<file path="config.mk">
export PLATFORM = sky130hd
export DESIGN_NAME = scrambled_base64_encoder_unit
export DESIGN_NICKNAME = d
export VERILOG_FILES = /design/src/hdl/sb64_pkg.sv /design/src/hdl/sb64_group.sv /design/src/hdl/sb64_serializer.sv /design/src/hdl/scrambled_base64_encoder_unit.sv
export SDC_FILE = /design/constraint.sdc
export NUM_CORES = 1
export LEC_CHECK = 0
export BUFFER_PORTS_ARGS = -buffer_cell sky130_fd_sc_hd__buf_2
export CAP_MARGIN = 20
export CELL_PAD_IN_SITES_DETAIL_PLACEMENT = 0
export CELL_PAD_IN_SITES_GLOBAL_PLACEMENT = 1
export CORE_AREA = 2 2 99 101
export CTS_CLUSTER_DIAMETER = 150
export DETAILED_ROUTE_END_ITERATION = 6
export DIE_AREA = 0 0 101 103
export PLACE_DENSITY_LB_ADDON = 0.1
export RECOVER_POWER = 100
export SYNTH_ARGS = -nofsm -noshare
export SYNTH_HDL_FRONTEND = slang
export SYNTH_SLANG_ARGS = --single-unit
</file>
<file path="constraint.sdc">
create_clock -name clk -period 9.3 [get_ports clk]
set_clock_uncertainty 0.15 [all_clocks]
set_input_delay 1.86 -clock clk [delete_from_list [all_inputs] [get_ports clk]]
set_output_delay 1.86 -clock clk [all_outputs]
set_load 0.05 [all_outputs]
</file>
<file path="src/hdl/sb64_pkg.sv">
// Shared types, constants and the base64 alphabet function of the scrambled base64 encoder.
`timescale 1ns / 1ps

package sb64_pkg;

  // Only the low byte of the 32-bit keystream reaches the data, and the low byte of
  // x*214013+2531011 mod 2^32 depends only on the low byte of x, so the
  // generator runs on 8 bits: 214013 mod 256 = 0xFD, 2531011 mod 256 = 0xC3.
  localparam logic [7:0] KsSeed = 8'hAA;
  localparam logic [7:0] KsMul  = 8'hFD;
  localparam logic [7:0] KsAdd  = 8'hC3;

  localparam logic [7:0] PadChar = 8'h3D;  // '='

  localparam int unsigned GroupChars = 4;

  typedef struct packed {
    logic [7:0] data_byte;
    logic       last_byte;
  } byte_t;

  typedef struct packed {
    logic [7:0] out_char;
    logic       out_last;
  } char_t;

  // One finished group of four characters, handed from the grouping logic to the
  // output register.
  typedef struct packed {
    logic                        load;
    logic [GroupChars-1:0][7:0]  chars;
    logic                        last;
  } grp_t;

  // Map a 6-bit value to its base64 character.
  function automatic logic [7:0] b64_char(input logic [5:0] v);
    logic [7:0] ret;
    if (v inside {[6'd0 : 6'd25]}) begin
      ret = {2'b00, v} + 8'd65;
    end else if (v inside {[6'd26 : 6'd51]}) begin
      ret = {2'b00, v} + 8'd71;
    end else if (v inside {[6'd52 : 6'd61]}) begin
      ret = {2'b00, v} - 8'd4;
    end else if (v == 6'd62) begin
      ret = 8'd43;
    end else begin
      ret = 8'd47;
    end
    return ret;
  endfunction

endpackage

</file>
<file path="src/hdl/sb64_group.sv">
// Keystream scrambling, byte grouping and character formation of the scrambled base64 encoder.
`timescale 1ns / 1ps

module sb64_group (
  input  logic           clk,
  input  logic           rst,
  input  logic           scramble_enable,
  input  logic           byte_valid,
  output logic           byte_stall,
  input  sb64_pkg::byte_t byte_data,
  input  logic           load_ok,
  output sb64_pkg::grp_t grp
);

  logic [7:0] ks;
  logic [7:0] ks_next;
  logic [1:0] fill;
  logic [7:0] held [2];

  logic       closes;
  logic       accept;
  logic [7:0] b;
  logic [7:0] c0;
  logic [7:0] c1;
  logic [7:0] c2;
  logic       full;

  // A fill of three never arises; treat its top bit as "two held".
  assign full   = fill[1];
  assign closes = full || byte_data.last_byte;

  // Only a closing byte needs room in the output register.
  assign byte_stall = closes && !load_ok;
  assign accept     = byte_valid && !byte_stall;

  assign b       = byte_data.data_byte ^ (scramble_enable ? ks : 8'h00);
  assign ks_next = 8'(ks * sb64_pkg::KsMul + sb64_pkg::KsAdd);

  always_comb begin
    c0 = (fill == 2'd0) ? b : held[0];
    c1 = (fill == 2'd1) ? b : (full ? held[1] : 8'h00);
    c2 = full ? b : 8'h00;

    grp.load     = accept && closes;
    grp.last     = byte_data.last_byte;
    grp.chars[0] = sb64_pkg::b64_char(c0[7:2]);
    grp.chars[1] = sb64_pkg::b64_char({c0[1:0], c1[7:4]});
    grp.chars[2] = (fill != 2'd0) ? sb64_pkg::b64_char({c1[3:0], c2[7:6]})
                                  : sb64_pkg::PadChar;
    grp.chars[3] = full ? sb64_pkg::b64_char(c2[5:0]) : sb64_pkg::PadChar;
  end

  always_ff @(posedge clk) begin
    if (rst) begin
      ks   <= sb64_pkg::KsSeed;
      fill <= 2'd0;
    end else if (accept) begin
      ks <= byte_data.last_byte ? sb64_pkg::KsSeed : ks_next;
      if (closes) begin
        fill <= 2'd0;
      end else begin
        fill <= fill + 2'd1;
      end
    end
  end

  // Held bytes are stored after scrambling; no reset.
  always_ff @(posedge clk) begin
    if (accept && !closes) begin
      held[fill[0]] <= b;
    end
  end

  a_fill_range: assert property (@(posedge clk) disable iff (rst) fill != 2'd3)
    else $error("group fill reached three");

  a_reseed: assert property (@(posedge clk) disable iff (rst)
    accept && byte_data.last_byte |=> ks == sb64_pkg::KsSeed && fill == 2'd0)
    else $error("keystream or fill not restarted after last byte");

  a_room: assert property (@(posedge clk) disable iff (rst) grp.load |-> load_ok)
    else $error("group closed with no room in output register");

endmodule

</file>
<file path="src/hdl/sb64_serializer.sv">
// Output register that sends one finished group as four character transfers.
`timescale 1ns / 1ps

module sb64_serializer (
  input  logic            clk,
  input  logic            rst,
  input  sb64_pkg::grp_t  grp,
  output logic            load_ok,
  output logic            char_valid,
  input  logic            char_stall,
  output sb64_pkg::char_t char_data
);

  logic [7:0] chars [sb64_pkg::GroupChars];
  logic       last;
  logic [1:0] idx;
  logic       valid;
  logic       char_accept;
  logic       final_char;

  assign char_accept = valid && !char_stall;
  assign final_char  = idx == 2'(sb64_pkg::GroupChars - 1);
  assign load_ok     = !valid || (char_accept && final_char);

  assign char_valid         = valid;
  assign char_data.out_char = chars[idx];
  assign char_data.out_last = last && final_char;

  always_ff @(posedge clk) begin
    if (rst) begin
      valid <= 1'b0;
      idx   <= 2'd0;
    end else if (grp.load) begin
      valid <= 1'b1;
      idx   <= 2'd0;
    end else if (char_accept) begin
      if (final_char) begin
        valid <= 1'b0;
      end
      idx <= idx + 2'd1;
    end
  end

  always_ff @(posedge clk) begin
    if (grp.load) begin
      for (int i = 0; i < sb64_pkg::GroupChars; i++) begin
        chars[i] <= grp.chars[i];
      end
      last <= grp.last;
    end
  end

  a_no_overwrite: assert property (@(posedge clk) disable iff (rst)
    grp.load && valid |-> char_accept && final_char)
    else $error("group loaded over unsent characters");

  a_mid_group: assert property (@(posedge clk) disable iff (rst)
    char_accept && !final_char |=> valid && idx == $past(idx) + 2'd1)
    else $error("group dropped before its fourth character");

  a_stall_hold: assert property (@(posedge clk) disable iff (rst)
    char_valid && char_stall |=> char_valid && $stable(char_data))
    else $error("stalled character changed or vanished");

endmodule

</file>
<file path="src/hdl/scrambled_base64_encoder_unit.sv">
// Top level of the scrambled base64 encoder: config register, grouping logic and output register.
`timescale 1ns / 1ps

// Scrambled base64 encoder. Message bytes arrive one per transfer on the byte
// channel, the final byte flagged by last_byte. With scramble_enable set, each
// byte is XORed with the low byte of a linear congruential keystream that starts
// at 0xaa for every message and steps after every byte (enabled or not). Bytes
// are grouped in threes; each group, and the short group closed by the last
// byte, becomes four base64 characters ('=' padding for a short group), sent one
// per transfer on the char channel, with out_last on the fourth character of the
// last group. Timing: a byte that does not close a group is never stalled and
// yields nothing. A closing byte is taken in the cycle the output register is
// free (empty, or its fourth character being taken); its first character is
// offered the next cycle. The output register sets the rate, one character per
// cycle while char_stall is low; a message of n bytes yields 4*ceil(n/3)
// characters. Write scramble_enable through the cfg channel (always ready) only
// between messages, with no characters pending; the new value applies from the
// next byte.
module scrambled_base64_encoder_unit (
  input  logic            clk,
  input  logic            rst,
  input  logic            cfg_valid,
  output logic            cfg_ready,
  input  logic            cfg_data,
  input  logic            byte_valid,
  output logic            byte_stall,
  input  sb64_pkg::byte_t byte_data,
  output logic            char_valid,
  input  logic            char_stall,
  output sb64_pkg::char_t char_data
);

  logic           scramble_enable;
  logic           load_ok;
  sb64_pkg::grp_t grp;

  // Config register: take every write at once.
  assign cfg_ready = 1'b1;

  always_ff @(posedge clk) begin
    if (rst) begin
      scramble_enable <= 1'b0;
    end else if (cfg_valid && cfg_ready) begin
      scramble_enable <= cfg_data;
    end
  end

  // Scramble, hold bytes until a group closes, and form its four characters.
  sb64_group u_group (
    .clk             (clk),
    .rst             (rst),
    .scramble_enable (scramble_enable),
    .byte_valid      (byte_valid),
    .byte_stall      (byte_stall),
    .byte_data       (byte_data),
    .load_ok         (load_ok),
    .grp             (grp)
  );

  // Hold the finished group and send it one character per transfer.
  sb64_serializer u_serializer (
    .clk        (clk),
    .rst        (rst),
    .grp        (grp),
    .load_ok    (load_ok),
    .char_valid (char_valid),
    .char_stall (char_stall),
    .char_data  (char_data)
  );

endmodule
</file>
==> results.toml <==
[clocking]
cts_setup_buffers = 0
clock_latency_ns = 0.36
cts_max_level = 3
cts_resized = 0
clockRootBuffer = "clkbuf_8"
clk_pin_slew_ns = 0.08
cts_inserted_buffers = 9
clkSinkCount = 65
clk_path_buf_depth = 2
cts_tree = "built"
ctsHoldBuffers = 0

[synth]
synth.distinct_cells = 79
synth_area_leader_cell = "edfxtp_1"
avgSynthCellArea_um2 = 9.781
synth_warnings = 0
synth_area_leaders = "edfxtp_1 31%, ha_1 7.4%, dfxtp_1 6.8%"
ys_seq_elements = 65
synth-edff-count = 49
async_flop_share_pct = 0
synth_top_area_share_pct = 31.28
seq_area_frac_synth_pct = 38.09
synthesis.area_mm2 = 0.004705
synth_ff_type = "edfxtp_1"
syn_inst = 481

[worst_setup_path]
required_ns = 7.29
critPathMaxFanout = 12
path_class = "in2out"
start_kind = "input pin"
cp.arrival_ns = 3.14
end_kind = "output port"

[power_and_ir_drop]
max-vdd-ir-drop_v = 0.00008537
p_per_area_mw_per_mm2 = 162.6
p_leak_nw = 1.816

[layout]
final_cell_mix = "49 x edfxtp_1, 37 x a21oi_1, 33 x nand2_1"
antenna_cells = 0
layout-drive-gt1-share_pct = 9.761
syn_to_final_growth_pct = 7.021
n_fill_cell = 888
fin_cells = 616
layout_commonest_cell = "edfxtp_1"
num-nets-final = 542

[floorplan]
die_h_um = 103
start_util_pct = 49.74
rows = 36
core_area_mm2 = 0.009459
fp.dieArea_mm2 = 0.01040
ioPinCount = 27
die-width_um = 101

[global_routing]
grt_use_total_pct = 23.11
grt_pass1_wl_um = 18250
grt_max_degree = 38
grt_pass1_vias = 3399
antenna_found_initial = 0
overflow = 0

[sta]
slew_headroom_pct = -18.17
worstMarginPinSlew_ns = 1.773
setup_tns_ns = 0
clock.fmax_mhz = 194.1
rsz0062_at_grt = "no"
slew_viol_final = 33
fin_crit_ns = 5.151
setup_viol = 0
fin_crit_sh_pct = 55.38
finalHoldViolCount = 0

[run_status]
violations = "max-capacitance violations, max-slew violations"
status = "finished, violations left"

[placed_design]
dpl.cell_count = 599
place.gp.congestion = 0.8915
port_buffers = 25
dp_hpwl_um = 8666

[routing]
vias_per_cell = 6.226
antenna_left = 0
drt_wl_total_um = 11520
wl_per_cell_um = 18.69
vias = 3835
drt_pass1_iterations = 5
route.detailed.drc = 0
drt-initial-drc-count = 197

[run]
cap_violations = 1

[min_path]
min_path_type = "reg2reg"
registers in the layout, indices dropped and copies added, names as in the netlist, named ones only:
name                     cells
scramble_enable              1
u_group.fill                 2
u_group.held                16
u_group.ks                   8
u_serializer.char_valid      1
u_serializer.chars          32
u_serializer.idx             2
u_serializer.last            1
path summary, 6_finish.rpt:
kind	from	end	slack, ns	depth (start not counted)
max	byte_data[0]	byte_stall	4.15	4
min	u_serializer.char_valid	u_serializer.char_valid	0.35	2
max reg2reg	u_group.fill[1]	u_serializer.chars[2][2]	4.82	8
min reg2reg	u_serializer.char_valid	u_serializer.char_valid	0.35	2
layout make-up:
cell class	instances	area, µm²	share of cell area, %
clock inverters	7	95.09	1.889
flip-flops and latches	65	1792	35.59
clock buffers	9	123.9	2.460
repair buffers	28	117.6	2.336
multi-input cells	368	2670	53.03
inverters	25	93.84	1.864
well taps	114	142.6	2.833
Yosys cell counts, types with 5 or more instances:
library cell and count:
a221oi_1 5, o31ai_1 7, nand3_1 12, dfxtp_1 16
nand3b_1 5, nor2_1 27, and2_1 6, a21boi_0 6
edfxtp_1 49, a21o_1 5, mux4_2 8, a31oi_1 7
o21ai_0 19, buf_2 7, nand2_1 33, or2_2 8
xnor2_1 16, o211ai_1 9, ha_1 28, inv_1 23
xor2_1 8, clkbuf_1 13, nor3_1 21, a21oi_1 37
through the flow:
step | utilization [%] | worst slack [ns] | cell area (µm²) | hold WS [ns] | total power [mW]
floorplan | - | 4.768 | 4716 | 0.3521 | 0.5122
detailed placement | 51.48 | 4.541 | 4870 | 0.3415 | 0.5594
finish | 53.23 | 4.149 | 5035 | 0.3509 | 0.8186
global route | 53.23 | 3.848 | 5035 | 0.3909 | 0.8580
CTS | 53.80 | 4.538 | 5089 | 0.3559 | 0.8265
global placement | 51.40 | 4.579 | 4862 | 0.3485 | 0.5563
worst max-delay path, cell delays in order:
cell and delay, ns:
clkbuf_1 0.39, o221ai_1 0.31, inv_1 0.11, clkbuf_1 0.47
per-layer routing:
| metal | wire, µm | GRT usage, % | up-vias |
|---|---|---|---|
| li1 | - | - | 1870 |
| met1 | 5151 | 30.63 | 1839 |
| met2 | 5580 | 38.62 | 109 |
| met3 | 541 | 4.068 | 17 |
| met4 | 242 | 7.588 | 0 |
| met5 | 0 | 0 | - |
power breakdown:
group          internal, mW  switching, mW  total [mW]
clock network         0.151          0.117       0.268
registers             0.332         0.0153       0.348
logic                0.0752          0.128       0.203
cells by family (layout without fill, tap and decap cells):
logic type | Yosys count | after routing | share of synthesized area, %
compound gates | 155 | 155 | 23.48
fa+ha+maj | 31 | 31 | 8.511
buf+inv | 51 | 69 | 4.893
mux | 11 | 11 | 4.495
simple gates | 142 | 142 | 15.90
other cells | 2 | 5 | 0.1596
flops | 65 | 65 | 38.09
xor+xnor | 24 | 24 | 4.468
Power figures use the tool's default switching activity.
